**src/rtl/i2cms_pkg.sv**
```systemverilog
`timescale 1ns / 1ps
// ----------------------------------------------------------------------------
// i2cms_pkg: shared types and constants of the I2C master bit sequencer
// Holds the classified word format passed from the front stage to the
// sequencer core, the pending-flag and event-flag bit positions, the status
// codes and the configuration register indexes.
// ----------------------------------------------------------------------------
package i2cms_pkg;

    // Field widths of the stream words.
    localparam int DATA_W     = 10;
    localparam int FLAGS_W    = 5;
    localparam int STATUS_W   = 2;
    localparam int HALF_W     = 11;
    localparam int RDATA_W    = 8;
    localparam int S_TDATA_W  = 16;
    localparam int M_TDATA_W  = 24;
    localparam int CFG_IDX_W  = 2;
    localparam int CFG_DATA_W = 11;

    // Working width for address framing before it is cut to the shift width.
    localparam int FRAME_W = 17;

    // Depth of the queue between the front stage and the sequencer core.
    localparam int QDEPTH = 2;
    localparam int Q_AW   = $clog2(QDEPTH);
    localparam int Q_CW   = $clog2(QDEPTH + 1);

    // Pending command flag positions.
    localparam int PD_START   = 0;
    localparam int PD_RESTART = 1;
    localparam int PD_STOP    = 2;
    localparam int PD_READ    = 3;
    localparam int PD_TEN     = 4;

    // Event flag positions, reported through the interrupt mask.
    localparam int EV_STARTED = 0;
    localparam int EV_ADDR    = 1;
    localparam int EV_TEN     = 2;
    localparam int EV_TXE     = 3;
    localparam int EV_NACK    = 4;

    // Command status codes.
    localparam logic [STATUS_W-1:0] ST_OK       = 2'd0;
    localparam logic [STATUS_W-1:0] ST_DISABLED = 2'd1;
    localparam logic [STATUS_W-1:0] ST_BUSY     = 2'd2;

    // Configuration register indexes.
    localparam logic [CFG_IDX_W-1:0] CFG_ENABLE = 2'd0;
    localparam logic [CFG_IDX_W-1:0] CFG_MASK   = 2'd1;
    localparam logic [CFG_IDX_W-1:0] CFG_HALF   = 2'd2;

    // Ten-bit address framing constants.
    localparam logic [FRAME_W-1:0] TEN_PREFIX = 17'h0f000;

    // One classified word: a timer tick or a command with its flags.
    typedef struct packed {
        logic               is_cmd;
        logic [FLAGS_W-1:0] pend;
        logic [DATA_W-1:0]  data;
        logic               sda;
    } item_t;

endpackage

```
**src/rtl/i2c_master_bit_sequencer.sv**
```systemverilog
`timescale 1ns / 1ps
// ----------------------------------------------------------------------------
// i2c_master_bit_sequencer: I2C master bit sequencer, 7-bit and 10-bit address
// Input words are timer ticks or commands (tuser). A command starts a
// sequence of start or repeated start, address framing, MSB-first bits,
// acknowledge slots and an optional stop; ticks step it one SCL half period
// at a time. Every input word yields exactly one result word that carries
// the SCL/SDA line state, the command status, busy and the interrupt report.
// The configuration port sets enable, interrupt mask and half period; it is
// to be written by the user only while no word is in flight (the block does
// not enforce this) and takes effect from the next edge. A word accepted at
// an edge passes the input stage, the queue and the core output register,
// where its result word becomes valid. Throughput is one word per cycle while
// m_tready stays high; the core computes the step for a word combinationally.
// Reset (aresetn low, synchronous) empties the input stage, the queue and the
// output register and returns the phase machine to idle with SCL and SDA
// driven high. When the receiver holds m_tready low, the output register
// holds its word, the core stops and the queue and input stage fill, after
// which s_tready drops; no word is lost.
// ----------------------------------------------------------------------------
module i2c_master_bit_sequencer
    import i2cms_pkg::*;
#(
    parameter int SHIFT_WIDTH = 16
) (
    input  logic                  aclk,
    input  logic                  aresetn,
    // Configuration write port.
    input  logic                  cfg_wr_en,
    input  logic [CFG_IDX_W-1:0]  cfg_index,
    input  logic [CFG_DATA_W-1:0] cfg_wr_data,
    // Input word channel.
    input  logic                  s_tvalid,
    output logic                  s_tready,
    // cmd_start, cmd_restart, cmd_stop, cmd_read, cmd_ten_bit, cmd_data[9:0],
    // sda_in
    input  logic [S_TDATA_W-1:0]  s_tdata,
    // func
    input  logic                  s_tuser,
    // Result word channel.
    output logic                  m_tvalid,
    input  logic                  m_tready,
    // scl_level, sda_level, sda_drive, cmd_status[1:0], busy_flag, irq_valid,
    // irq_flags[4:0], read_data[7:0], zero fill
    output logic [M_TDATA_W-1:0]  m_tdata
);

    logic  fr_valid;
    logic  fr_ready;
    item_t fr_item;
    logic  q_valid;
    logic  q_ready;
    item_t q_item;

    i2cms_front u_front (
        .aclk     (aclk),
        .aresetn  (aresetn),
        .s_tvalid (s_tvalid),
        .s_tready (s_tready),
        .s_tdata  (s_tdata),
        .s_tuser  (s_tuser),
        .q_valid  (fr_valid),
        .q_ready  (fr_ready),
        .q_item   (fr_item)
    );

    i2cms_queue u_queue (
        .aclk      (aclk),
        .aresetn   (aresetn),
        .in_valid  (fr_valid),
        .in_ready  (fr_ready),
        .in_item   (fr_item),
        .out_valid (q_valid),
        .out_ready (q_ready),
        .out_item  (q_item)
    );

    i2cms_core #(
        .SHIFT_WIDTH (SHIFT_WIDTH)
    ) u_core (
        .aclk        (aclk),
        .aresetn     (aresetn),
        .cfg_wr_en   (cfg_wr_en),
        .cfg_index   (cfg_index),
        .cfg_wr_data (cfg_wr_data),
        .in_valid    (q_valid),
        .in_ready    (q_ready),
        .in_item     (q_item),
        .m_tvalid    (m_tvalid),
        .m_tready    (m_tready),
        .m_tdata     (m_tdata)
    );

`ifndef ASSERT_OFF
    // A finished sequence always reports busy cleared.
    a_irq_not_busy: assert property (@(posedge aclk) disable iff (!aresetn)
        m_tvalid && m_tdata[6] |-> !m_tdata[5])
        else $error("interrupt reported while busy");

    // A refused command never ends a sequence.
    a_refused_no_irq: assert property (@(posedge aclk) disable iff (!aresetn)
        m_tvalid && (m_tdata[4:3] != ST_OK) |-> !m_tdata[6])
        else $error("refused command reported an interrupt");

    // Flags are only reported together with the interrupt.
    a_flags_with_irq: assert property (@(posedge aclk) disable iff (!aresetn)
        m_tvalid && !m_tdata[6] |-> (m_tdata[11:7] == '0))
        else $error("interrupt flags without interrupt");

    // A refused command while disabled leaves busy clear.
    a_disabled_idle: assert property (@(posedge aclk) disable iff (!aresetn)
        m_tvalid && (m_tdata[4:3] == ST_DISABLED) && !$past(m_tdata[5])
            && $past(m_tvalid) |-> !m_tdata[5])
        else $error("disabled command set busy");
`endif

endmodule

```
**src/rtl/i2cms_front.sv**
```systemverilog
`timescale 1ns / 1ps
// ----------------------------------------------------------------------------
// i2cms_front: input stage
// Accepts stream words, splits them into tick or command, gathers the command
// flags into one pending-flag vector and hands the result to the queue.
// ----------------------------------------------------------------------------
module i2cms_front
    import i2cms_pkg::*;
(
    input  logic                 aclk,
    input  logic                 aresetn,
    input  logic                 s_tvalid,
    output logic                 s_tready,
    input  logic [S_TDATA_W-1:0] s_tdata,
    input  logic                 s_tuser,
    output logic                 q_valid,
    input  logic                 q_ready,
    output item_t                q_item
);

    logic  fr_valid_reg;
    logic  fr_valid_next;
    item_t fr_item_reg;
    item_t fr_item_next;
    logic  s_fire;

    // The stage takes a new word whenever it is empty or hands its word on.
    assign s_tready = !fr_valid_reg || q_ready;
    assign s_fire   = s_tvalid && s_tready;

    // Classify the incoming word.
    always_comb begin
        fr_item_next        = fr_item_reg;
        if (s_fire) begin
            fr_item_next.is_cmd = s_tuser;
            fr_item_next.pend   = s_tdata[FLAGS_W-1:0];
            fr_item_next.data   = s_tdata[FLAGS_W +: DATA_W];
            fr_item_next.sda    = s_tdata[FLAGS_W + DATA_W];
        end
    end

    always_comb begin
        if (s_fire) begin
            fr_valid_next = 1'b1;
        end else if (q_ready) begin
            fr_valid_next = 1'b0;
        end else begin
            fr_valid_next = fr_valid_reg;
        end
    end

    always_ff @(posedge aclk) begin
        if (!aresetn) begin
            fr_valid_reg <= 1'b0;
        end else begin
            fr_valid_reg <= fr_valid_next;
        end
    end

    always_ff @(posedge aclk) begin
        fr_item_reg <= fr_item_next;
    end

    assign q_valid = fr_valid_reg;
    assign q_item  = fr_item_reg;

endmodule

```
**src/rtl/i2cms_queue.sv**
```systemverilog
`timescale 1ns / 1ps
// ----------------------------------------------------------------------------
// i2cms_queue: short word queue
// A small register FIFO that decouples the front stage from the sequencer
// core so that either side can stall on its own.
// ----------------------------------------------------------------------------
module i2cms_queue
    import i2cms_pkg::*;
(
    input  logic  aclk,
    input  logic  aresetn,
    input  logic  in_valid,
    output logic  in_ready,
    input  item_t in_item,
    output logic  out_valid,
    input  logic  out_ready,
    output item_t out_item
);

    item_t           slot_reg [QDEPTH];
    logic [Q_AW-1:0] wr_ptr_reg;
    logic [Q_AW-1:0] wr_ptr_next;
    logic [Q_AW-1:0] rd_ptr_reg;
    logic [Q_AW-1:0] rd_ptr_next;
    logic [Q_CW-1:0] count_reg;
    logic [Q_CW-1:0] count_next;
    logic            push;
    logic            pop;

    assign in_ready  = (count_reg != Q_CW'(QDEPTH));
    assign out_valid = (count_reg != '0);
    assign push      = in_valid && in_ready;
    assign pop       = out_valid && out_ready;
    assign out_item  = slot_reg[rd_ptr_reg];

    // Pointer and fill bookkeeping.
    always_comb begin
        wr_ptr_next = wr_ptr_reg;
        rd_ptr_next = rd_ptr_reg;
        count_next  = count_reg;
        if (push) begin
            wr_ptr_next = (wr_ptr_reg == Q_AW'(QDEPTH - 1)) ? '0 : wr_ptr_reg + 1'b1;
        end
        if (pop) begin
            rd_ptr_next = (rd_ptr_reg == Q_AW'(QDEPTH - 1)) ? '0 : rd_ptr_reg + 1'b1;
        end
        if (push && !pop) begin
            count_next = count_reg + 1'b1;
        end else if (pop && !push) begin
            count_next = count_reg - 1'b1;
        end
    end

    always_ff @(posedge aclk) begin
        if (!aresetn) begin
            wr_ptr_reg <= '0;
            rd_ptr_reg <= '0;
            count_reg  <= '0;
        end else begin
            wr_ptr_reg <= wr_ptr_next;
            rd_ptr_reg <= rd_ptr_next;
            count_reg  <= count_next;
        end
    end

    // Storage slots.
    always_ff @(posedge aclk) begin
        if (push) begin
            slot_reg[wr_ptr_reg] <= in_item;
        end
    end

endmodule

```
**src/rtl/i2cms_core.sv**
```systemverilog
`timescale 1ns / 1ps
// ----------------------------------------------------------------------------
// i2cms_core: sequencer core
// Holds the configuration and the bus phase machine. Each queued word is a
// command, which starts a sequence unless refused, or a timer tick, which steps
// the phase machine after a full half period. One result word per queued word.
// ----------------------------------------------------------------------------
module i2cms_core
    import i2cms_pkg::*;
#(
    parameter int SHIFT_WIDTH = 16
) (
    input  logic                  aclk,
    input  logic                  aresetn,
    input  logic                  cfg_wr_en,
    input  logic [CFG_IDX_W-1:0]  cfg_index,
    input  logic [CFG_DATA_W-1:0] cfg_wr_data,
    input  logic                  in_valid,
    output logic                  in_ready,
    input  item_t                 in_item,
    output logic                  m_tvalid,
    input  logic                  m_tready,
    output logic [M_TDATA_W-1:0]  m_tdata
);

    localparam int SW = SHIFT_WIDTH;

    // Phase codes.
    localparam logic [2:0] PH_IDLE     = 3'd0;
    localparam logic [2:0] PH_RESTART2 = 3'd1;
    localparam logic [2:0] PH_BIT_RISE = 3'd2;
    localparam logic [2:0] PH_BIT_FALL = 3'd3;
    localparam logic [2:0] PH_ACK_RISE = 3'd4;
    localparam logic [2:0] PH_ACK_FALL = 3'd5;
    localparam logic [2:0] PH_AFTER    = 3'd6;
    localparam logic [2:0] PH_STOP2    = 3'd7;

    // Configuration registers.
    logic               enable_reg;
    logic [FLAGS_W-1:0] mask_reg;
    logic [HALF_W-1:0]  half_reg;

    // Sequencer state.
    logic [2:0]         phase_reg,  phase_next;
    logic [FLAGS_W-1:0] pend_reg,   pend_next;
    logic [SW-1:0]      shift_reg,  shift_next;
    logic [SW-1:0]      bsel_reg,   bsel_next;
    logic [FLAGS_W-1:0] ev_reg,     ev_next;
    logic               busy_reg,   busy_next;
    logic [HALF_W-1:0]  tick_reg,   tick_next;
    logic               scl_reg,    scl_next;
    logic               sda_reg,    sda_next;
    logic               drv_reg,    drv_next;

    // Output register.
    logic                 m_valid_reg, m_valid_next;
    logic [M_TDATA_W-1:0] m_data_reg,  m_data_next;

    logic                 fire;
    logic [STATUS_W-1:0]  status;
    logic                 rep_valid;
    logic [FLAGS_W-1:0]   rep_flags;
    logic                 do_frame;
    logic                 do_rise;
    logic                 do_finish;
    logic [HALF_W-1:0]    half_eff;
    logic [HALF_W:0]      tick_inc;
    logic [FRAME_W-1:0]   frame_src;
    logic [FRAME_W-1:0]   frame_val;
    logic                 frame_rd;

    assign in_ready = !m_valid_reg || m_tready;
    assign fire     = in_valid && in_ready;
    assign half_eff = (half_reg == '0) ? HALF_W'(1) : half_reg;
    assign tick_inc = {1'b0, tick_reg} + 1'b1;

    // Configuration writes.
    always_ff @(posedge aclk) begin
        if (!aresetn) begin
            enable_reg <= 1'b0;
            mask_reg   <= '0;
            half_reg   <= HALF_W'(10);
        end else if (cfg_wr_en) begin
            unique case (cfg_index)
                CFG_ENABLE: enable_reg <= cfg_wr_data[0];
                CFG_MASK:   mask_reg   <= cfg_wr_data[FLAGS_W-1:0];
                CFG_HALF:   half_reg   <= cfg_wr_data[HALF_W-1:0];
                default:    ;
            endcase
        end
    end

    // Next-state logic of the phase machine for one word.
    always_comb begin
        phase_next = phase_reg;
        pend_next  = pend_reg;
        shift_next = shift_reg;
        bsel_next  = bsel_reg;
        ev_next    = ev_reg;
        busy_next  = busy_reg;
        tick_next  = tick_reg;
        scl_next   = scl_reg;
        sda_next   = sda_reg;
        drv_next   = drv_reg;
        status     = ST_OK;
        rep_valid  = 1'b0;
        rep_flags  = '0;
        do_frame   = 1'b0;
        do_rise    = 1'b0;
        do_finish  = 1'b0;
        frame_src  = '0;
        frame_val  = '0;
        frame_rd   = 1'b0;

        if (in_item.is_cmd) begin
            // Command: refused when disabled or busy.
            if (!enable_reg) begin
                status = ST_DISABLED;
            end else if (busy_reg) begin
                status = ST_BUSY;
            end else begin
                busy_next = 1'b1;
                pend_next = in_item.pend;
                ev_next   = '0;
                tick_next = '0;
                if (in_item.pend[PD_READ] &&
                    !(in_item.pend[PD_START] || in_item.pend[PD_RESTART])) begin
                    shift_next = '0;
                end else begin
                    frame_src  = FRAME_W'(in_item.data);
                    shift_next = frame_src[SW-1:0];
                end
                bsel_next = in_item.pend[PD_TEN] ? (SW'(1) << (SW - 1))
                                                 : SW'(FRAME_W'(17'h00080));
                if (in_item.pend[PD_START]) begin
                    pend_next[PD_START]   = 1'b0;
                    pend_next[PD_RESTART] = 1'b0;
                    scl_next = 1'b0;
                    sda_next = 1'b0;
                    drv_next = 1'b1;
                    ev_next[EV_STARTED] = 1'b1;
                    do_frame   = 1'b1;
                    phase_next = PH_BIT_RISE;
                end else if (in_item.pend[PD_RESTART]) begin
                    pend_next[PD_RESTART] = 1'b0;
                    scl_next = 1'b1;
                    sda_next = 1'b1;
                    drv_next = 1'b1;
                    ev_next[EV_STARTED] = 1'b1;
                    phase_next = PH_RESTART2;
                end else begin
                    do_rise = 1'b1;
                end
            end
        end else if (phase_reg != PH_IDLE) begin
            // Tick: step once a full half period has gone by.
            if (tick_inc >= {1'b0, half_eff}) begin
                tick_next = '0;
                unique case (phase_reg)
                    PH_RESTART2: begin
                        scl_next   = 1'b0;
                        sda_next   = 1'b0;
                        drv_next   = 1'b1;
                        do_frame   = 1'b1;
                        phase_next = PH_BIT_RISE;
                    end
                    PH_BIT_RISE: begin
                        do_rise = 1'b1;
                    end
                    PH_BIT_FALL: begin
                        if (pend_reg[PD_READ] && in_item.sda) begin
                            shift_next = shift_reg | bsel_reg;
                        end
                        scl_next  = 1'b0;
                        bsel_next = bsel_reg >> 1;
                        if (bsel_next == '0 || bsel_next == SW'(FRAME_W'(17'h00080))) begin
                            if (ev_reg[EV_STARTED]) begin
                                if (pend_reg[PD_TEN]) begin
                                    pend_next[PD_TEN] = 1'b0;
                                    ev_next[EV_TEN]   = 1'b1;
                                end else begin
                                    ev_next[EV_ADDR] = 1'b1;
                                end
                            end else begin
                                ev_next[EV_TXE] = 1'b1;
                            end
                            phase_next = PH_ACK_RISE;
                        end else begin
                            phase_next = PH_BIT_RISE;
                        end
                    end
                    PH_ACK_RISE: begin
                        scl_next   = 1'b1;
                        sda_next   = 1'b1;
                        drv_next   = 1'b0;
                        phase_next = PH_ACK_FALL;
                    end
                    PH_ACK_FALL: begin
                        sda_next = 1'b1;
                        drv_next = 1'b1;
                        if (in_item.sda) begin
                            // No acknowledge from the target.
                            ev_next[EV_NACK] = 1'b1;
                            if (pend_reg[PD_STOP]) begin
                                scl_next   = 1'b0;
                                phase_next = PH_AFTER;
                            end else begin
                                scl_next  = 1'b1;
                                do_finish = 1'b1;
                            end
                        end else begin
                            scl_next   = 1'b0;
                            phase_next = (bsel_reg != '0) ? PH_BIT_RISE : PH_AFTER;
                        end
                    end
                    PH_AFTER: begin
                        if (pend_reg[PD_STOP]) begin
                            scl_next   = 1'b1;
                            sda_next   = 1'b0;
                            drv_next   = 1'b1;
                            phase_next = PH_STOP2;
                        end else begin
                            do_finish = 1'b1;
                        end
                    end
                    PH_STOP2: begin
                        scl_next  = 1'b1;
                        sda_next  = 1'b1;
                        drv_next  = 1'b1;
                        do_finish = 1'b1;
                    end
                    default: begin
                        phase_next = PH_IDLE;
                    end
                endcase
            end else begin
                tick_next = tick_inc[HALF_W-1:0];
            end
        end

        // Address framing, seven-bit or ten-bit with the 11110 prefix.
        if (do_frame) begin
            frame_src = FRAME_W'(shift_next);
            frame_rd  = pend_next[PD_READ];
            if (pend_next[PD_TEN]) begin
                frame_val = TEN_PREFIX | (FRAME_W'(frame_src[9:8]) << 9)
                          | FRAME_W'(frame_src[7:0]) | (FRAME_W'(frame_rd) << 8);
            end else begin
                frame_val = (frame_src << 1) | FRAME_W'(frame_rd);
            end
            pend_next[PD_READ] = 1'b0;
            shift_next         = frame_val[SW-1:0];
        end

        // Rising SCL edge of a data bit: drive the current bit, or release SDA on reads.
        if (do_rise) begin
            scl_next = 1'b1;
            if (pend_next[PD_READ]) begin
                sda_next = 1'b1;
                drv_next = 1'b0;
            end else begin
                sda_next = ((shift_next & bsel_next) != '0);
                drv_next = 1'b1;
            end
            phase_next = PH_BIT_FALL;
        end

        // End of sequence: report enabled flags and go idle.
        if (do_finish) begin
            rep_valid  = 1'b1;
            rep_flags  = ev_next & mask_reg;
            busy_next  = 1'b0;
            ev_next    = '0;
            pend_next  = '0;
            phase_next = PH_IDLE;
        end
    end

    // Result word, fields from the highest bit down.
    always_comb begin
        m_data_next = m_data_reg;
        if (fire) begin
            m_data_next = {4'b0, shift_next[RDATA_W-1:0], rep_flags, rep_valid,
                           busy_next, status, drv_next,
                           (drv_next ? sda_next : 1'b1), scl_next};
        end
        if (fire) begin
            m_valid_next = 1'b1;
        end else if (m_tready) begin
            m_valid_next = 1'b0;
        end else begin
            m_valid_next = m_valid_reg;
        end
    end

    always_ff @(posedge aclk) begin
        if (!aresetn) begin
            phase_reg   <= PH_IDLE;
            pend_reg    <= '0;
            shift_reg   <= '0;
            bsel_reg    <= '0;
            ev_reg      <= '0;
            busy_reg    <= 1'b0;
            tick_reg    <= '0;
            scl_reg     <= 1'b1;
            sda_reg     <= 1'b1;
            drv_reg     <= 1'b1;
            m_valid_reg <= 1'b0;
        end else begin
            if (fire) begin
                phase_reg <= phase_next;
                pend_reg  <= pend_next;
                shift_reg <= shift_next;
                bsel_reg  <= bsel_next;
                ev_reg    <= ev_next;
                busy_reg  <= busy_next;
                tick_reg  <= tick_next;
                scl_reg   <= scl_next;
                sda_reg   <= sda_next;
                drv_reg   <= drv_next;
            end
            m_valid_reg <= m_valid_next;
        end
    end

    always_ff @(posedge aclk) begin
        m_data_reg <= m_data_next;
    end

    assign m_tvalid = m_valid_reg;
    assign m_tdata  = m_data_reg;

endmodule
```
**config.mk**
```make
export PLATFORM = sky130hd
export DESIGN_NAME = i2c_master_bit_sequencer
export DESIGN_NICKNAME = d
export VERILOG_FILES = /design/src/rtl/i2cms_pkg.sv /design/src/rtl/i2c_master_bit_sequencer.sv /design/src/rtl/i2cms_front.sv /design/src/rtl/i2cms_queue.sv /design/src/rtl/i2cms_core.sv
export SDC_FILE = /design/constraint.sdc
export NUM_CORES = 1
export LEC_CHECK = 0
export ABC_AREA = 1
export CORE_UTILIZATION = 64
export CTS_CLUSTER_SIZE = 30
export DETAILED_ROUTE_END_ITERATION = 10
export DONT_BUFFER_PORTS = 1
export HOLD_SLACK_MARGIN = 0.06
export PLACE_DENSITY = 0.81
export SYNTH_ARGS = -nofsm -noshare
export SYNTH_HDL_FRONTEND = slang
export SYNTH_SLANG_ARGS = --single-unit
```
**constraint.sdc**
```tcl
create_clock -name aclk -period 3.8 [get_ports aclk]
set_input_delay 0.76 -clock aclk [delete_from_list [all_inputs] [get_ports aclk]]
set_output_delay 0.76 -clock aclk [all_outputs]
set_load 0.05 [all_outputs]
```
* Yosys cells after proc, flatten, opt, wreduce, memory -nomap -nowiden *
Memory sizes are Yosys's and may differ from the RTL's. A register that Yosys moved wholly into a read port is not among the register bits.
Cells that the tools add are included.

storage, ports and cells
  register bits = 120
  memory bits (writable) = 34
  input bits = 35
  output and inout bits = 26
  logic and storage cells = 241
  memories kept = 1

cells by class
  add/sub/neg operators = 5
  order comparisons = 1
  equality and inequality tests = 20
  muxes and demuxes = 137
  bitwise operators = 6
  reduce and logical (&&, ||, !) cells = 43

memory list
  memory            words  bits a word  read ports  clocked after memory_dff  write ports  RTL line           RTL
  u_queue.slot_reg  2      17           1           1                         1            i2cms_queue.sv:20  item_t slot_reg [QDEPTH];

operators with widths
  cell                                             count
  2-to-1 mux 16 bit                                16
  2-to-1 mux 1 bit                                 79
  2-to-1 mux 11 bit                                6
  2-to-1 mux 3 bit                                 16
  nonzero test 16 bit                              2
  2-to-1 mux 5 bit                                 6
  one-hot mux 3 bit (6 select lines)               1
  AND 16 bit                                       1
  logical NOT 16 bit                               1
  2-to-1 mux 4 bit                                 4
  bitwise OR 16 x 1 -> 16 bit                      1
  bitwise OR 16 bit                                1
  bitwise OR 16 x 8 -> 16 bit                      1
  bitwise OR 16 x 9 -> 16 bit                      1
  == test 15 x 8 -> 1 bit (second input constant)  1
  nonzero test 2 bit                               7
  adder 11 x 1 -> 12 bit (second input constant)   1
  == test 3 bit (second input constant)            4
  greater-or-equal comparator 12 x 11 -> 1 bit     1
  logical NOT 11 bit                               1
  2-to-1 mux 10 bit                                1
  one-hot mux 1 bit (3 select lines)               3
  AND reduction 9 bit                              1
  2-to-1 mux 2 bit                                 4
  other kinds (26)                                 52

* Depth between registers and ports, before layout *
  word-level depth = 15
  gate-level depth with buffers = 28
  gate-level depth less buffers = 27

* Modules after synthesis *
Synthesis repeated with hierarchy kept, for this count alone.

second synthesis, totals
  cells, all modules = 993
  area total of the unflattened synthesis = 8000.2 µm²

modules (own cells, without submodules)
  module       times used  cells an instance  area an instance (µm²)  seq. area each (µm²)
  i2cms_core   1           879                5916.9                  2122.0
  i2cms_queue  1           90                 1521.5                  1121.1
  i2cms_front  1           24                 561.8                   530.5

* Least setup slack after synthesis *
Ideal clock, no wire load.

  path type = reg-to-reg
  from = register u_core.tick_reg[1]
  to = register u_core.m_data_reg[1], in the netlist u_core.m_tdata[1] (data pin)
  library setup time = 258 ps
  data arrival time = 3056 ps
  required time = 3542 ps
  setup slack = 485 ps
  cell stages (with the launch flop) = 27
  path buffers = 2
  clock period less this slack = 3315 ps
  path through = dfxtp_1 > ha_1 > nand3_1 > nor2_1 > nand3_1 > nor2_1 > xor2_1 > ha_1 > and3_1 > nand2_1 > nand2_1 > nor2_2 > nand2_4 > buf_6 > buf_6 > nand2_2 > nand2_2 > a21oi_2 > nand2_1 > nand3_1 > nand2_1 > inv_2 > nand2_2 > nor2_2 > nand3_1 > nand2_1 > nand2_1

on the way
  cells in the longest elaborated chain, start to end = 13
  elaborated cells on any way between the ends = 35
  classes of those cells = 1 x add/sub; 1 x order compare; 28 x mux; 4 x bitwise; 1 x reduce/logical

RTL lines
  what                                              RTL line           RTL
  from (decl)                                       i2cms_core.sv:50   logic [HALF_W-1:0] tick_reg, tick_next;
  from (signal assigned)                            i2cms_core.sv:317  tick_reg <= tick_next;
  adder 11 x 1 -> 12 bit (*)                        i2cms_core.sv:75   assign tick_inc = {1'b0, tick_reg} + 1'b1;
  greater-or-equal comparator 12 x 11 -> 1 bit (*)  i2cms_core.sv:157  if (tick_inc >= {1'b0, half_eff}) begin
  2-to-1 mux 16 bit                                 i2cms_core.sv:157
  2-to-1 mux 16 bit                                 i2cms_core.sv:155  end else if (phase_reg != PH_IDLE) begin
  2-to-1 mux 16 bit                                 i2cms_core.sv:115  if (in_item.is_cmd) begin
  bitwise OR 16 x 8 -> 16 bit                       i2cms_core.sv:247  | FRAME_W'(frame_src[7:0]) | (FRAME_W'(frame_rd) << 8);
  bitwise OR 16 x 9 -> 16 bit                       i2cms_core.sv:247
  2-to-1 mux 16 bit                                 i2cms_core.sv:245  if (pend_next[PD_TEN]) begin
  2-to-1 mux 16 bit                                 i2cms_core.sv:242  if (do_frame) begin
  AND 16 bit                                        i2cms_core.sv:262  sda_next = ((shift_next & bsel_next) != '0);
  nonzero test 16 bit                               i2cms_core.sv:262
  2-to-1 mux 1 bit                                  i2cms_core.sv:258  if (pend_next[PD_READ]) begin
  2-to-1 mux 1 bit                                  i2cms_core.sv:256  if (do_rise) begin
  to (signal assigned)                              i2cms_core.sv:327  m_data_reg <= m_data_next;
  to (decl)                                         i2cms_core.sv:57   logic [M_TDATA_W-1:0] m_data_reg, m_data_next;

Mark *: on every way between the ends. The rest lies on a longest branch, timed or not.
A chain may end at the register's enable or synchronous reset.

* Final worst setup path *
  from = register u_core.tick_reg[6]
  to = register u_core.m_data_reg[1], in the netlist u_core.m_tdata[1] (data pin)

Same word-level chain as after synthesis.

==> flow_metrics.tcl <==
set metrics [dict create \
    status "completed" \
    ys_warn_count 0 \
    timing.rr.end "u_core.m_tdata[1]" \
    finalHoldViolations 0 \
    clock_latency_ps 440 \
    final_util 0.740 \
    setup_viol 0 \
    ant_nets 0 \
    critPathMaxStageDelay_ps 410 \
    std_cell_rows 40 \
    hold_buffers 0 \
    clockBufferDepth 2 \
    yosysMostFrequentCell "nand2_1" \
    synth-seq-cells 153 \
    maxCapViolations 0 \
    final.setup.worst_slack_ps 204 \
    synthDistinctLibCells 48 \
    cp.depth 24 \
    cp.buffers_inverters 2 \
    seq_area_frac_synth 0.476 \
    route.detailed.drc 0 \
    netlist_instances 1015 \
    grt_antenna_before_repair 0 \
    portBuffers 0 \
    yosys.area.top_type "edfxtp_1" \
    leakagePower_uw 0.00370 \
    pin_count 61 \
    worst_slew_pin_slew_ps 689 \
    crit_family "simple AND/OR/NAND/NOR gates" \
    grt_pass1_wl_um 33500 \
    hpwl_um 13600 \
    path_clk_slew_ps 70 \
    crit_path_end_kind "flop" \
    finClkSkew_ps 19.1 \
    vias 7108 \
    min_path_type "input pin to flop" \
    min_to "u_front.q_item[16]" \
    design_area_sq_um 8920 \
    finalCritPeriodShare 0.946 \
    viasPerCell 5.90 \
    numCtsBuffers 17 \
    final_cells 1205 \
    grt_pass1_vias 6653 \
    powerDensity_nw_per_um2 776 \
    multiInputGateArea_sq_um 3610 \
    start_util 0.658 \
    crit_required_ps 3980 \
    die_x_um 113 \
    dr.first_iter.drc_count 731 \
    cp_cell_sequence "nand2_1 -> nor2_4 -> nand4_1 -> xnor2_2 -> ha_1 -> and3_1 -> nand4_1 -> nor2_2 -> nand2_4 -> nand2_8 -> buf_12 -> nand3_1 -> nand2_1 -> nand2_2 -> nor2_4 -> nand2_1 -> nand3_1 -> nand2_1 -> inv_1 -> nand2_2 -> nor2_2 -> nand3_1 -> nand2_1 -> nand2_1" \
    syn_to_final_growth_pct 12.5 \
    core_region_area_sq_um 12100 \
    final_layout_size_suffix_gt1_frac 0.107 \
    fin_nets 1072 \
    synth_edf_count 71 \
    synthArstFlopShare 0 \
    synth_top_area_share 0.269 \
    clock_sinks 153 \
    ys_top_cells_by_count "240 x nand2_1, 107 x a21oi_1, 104 x inv_1" \
    preCtsSetupSlack_ps 9.89 \
    reg2reg_slack_ps 200 \
    r2r_cells 24 \
    dpl_cell_area_sq_um 8140 \
    fmax_mhz 278 \
    slowest_stage "dfxtp_1" \
    gp_congestion 0.954 \
    cts_root_buf "clkbuf_16" \
    crit_top_cell "nand2_1" \
    grt.total_usage 0.341 \
    first_pass_iters 5 \
    h-tree-depth 4 \
    netlist_area_sq_um 7930 \
    wl_per_cell_um 17.4 \
    slew_headroom 0.541 \
    fin_crit_ps 3600 \
    hp-start "s_tuser" \
    fill_cells 891 \
    grt_max_degree 55 \
    start_kind "flop" \
    gr-total-overflow 0 \
    antenna_cells 0 \
    vdd_drop_max_mv 0.521 \
    worstPathMaxFanout 13 \
    min_path_cells 0 \
    cts_tree "yes" \
    cp.arrival_ps 3780 \
    largest_reg_flops 34 \
    worst_hold_slack_ps 422 \
    dieArea_sq_um 12800 \
    synth_area_leaders "edfxtp_1 27%, dfxtp_1 21%, nand2_1 11%" \
    dp_cells 1165 \
    fp.dieH_um 113 \
    synth_ff_type "dfxtp_1" \
    wl_um 20900 \
    seq_area_sq_um 3780 \
    drv_slew 0 \
    critPathKind "flop to flop" \
    syn_area_per_cell_sq_um 7.82 \
    crit-reg2reg-launch "u_core.tick_reg[6]" \
]
## cell families after synthesis
logic type	count (synthesis)	synth area share
simple gates	432	0.232
compound gates	240	0.168
buf+inv	159	0.0828
flops	153	0.476
fa+ha+maj	13	0.0205
mux	9	0.0114
xor+xnor	8	0.00883
other cells	1	0.000473
## where the power goes
| part | switching (uW) | internal (uW) | total (uW) |
|---|---|---|---|
| Clock | 684 | 1040 | 1720 |
| Combinational | 1710 | 737 | 2440 |
| Sequential | 611 | 2140 | 2750 |
## stage by stage
stage	total power, uW	TNS, ps
2_1_floorplan	4410	0
3_3_place_gp	5020	0
3_5_place_dp	5060	0
4_1_cts	6800	0
5_1_grt	7280	-34.3
6_report	6920	0
## layout by cell type, fill, tap and decap left out, types with 12 or more instances in the layout
| master | count |
|---|---|
| o21ai_0 | 73 |
| edfxtp_1 | 71 |
| nand2_1 | 238 |
| nor3_1 | 13 |
| clkbuf_16 | 17 |
| nand3_1 | 52 |
| inv_1 | 103 |
| buf_4 | 27 |
| dfxtp_1 | 77 |
| nor2_1 | 85 |
| ha_1 | 12 |
| a21oi_1 | 105 |
## per-layer routing
metal	up-vias	global-route usage	wire [um]
li1	3429	-	-
met2	364	0.531	9530
met4	0	0.132	470
met5	-	0	0
met3	50	0.0884	1960
met1	3265	0.458	8980
## repair_timing
action | CTS | global route
endpoints found under the setup margin | 1 | 16
buffers inserted | 1 | 6
cloned | 1 | 0
pin swaps | 4 | 11
gates resized for setup | 2 | 26
## worst max-delay path by stage
stage,from,to,slack (ps)
finish,u_core.tick_reg[6],u_core.m_tdata[1],200
global route,u_core.tick_reg[0],u_core.m_tdata[1],-30
CTS,u_core.tick_reg[1],u_core.m_tdata[1],10
detailed placement,u_core.tick_reg[1],u_core.m_tdata[1],10
global placement,u_core.tick_reg[1],u_core.m_tdata[1],230
floorplan,u_core.tick_reg[1],u_core.m_tdata[1],490
## final cells by class
class,instances,share of cell area
tap,168,0.0236
multi-input combinational,706,0.405
sequential,153,0.424
clock buffer,19,0.0485
clock inverter,13,0.0188
inverter,114,0.0480
timing repair buffer,32,0.0324
Power figures use the tool's default switching activity.
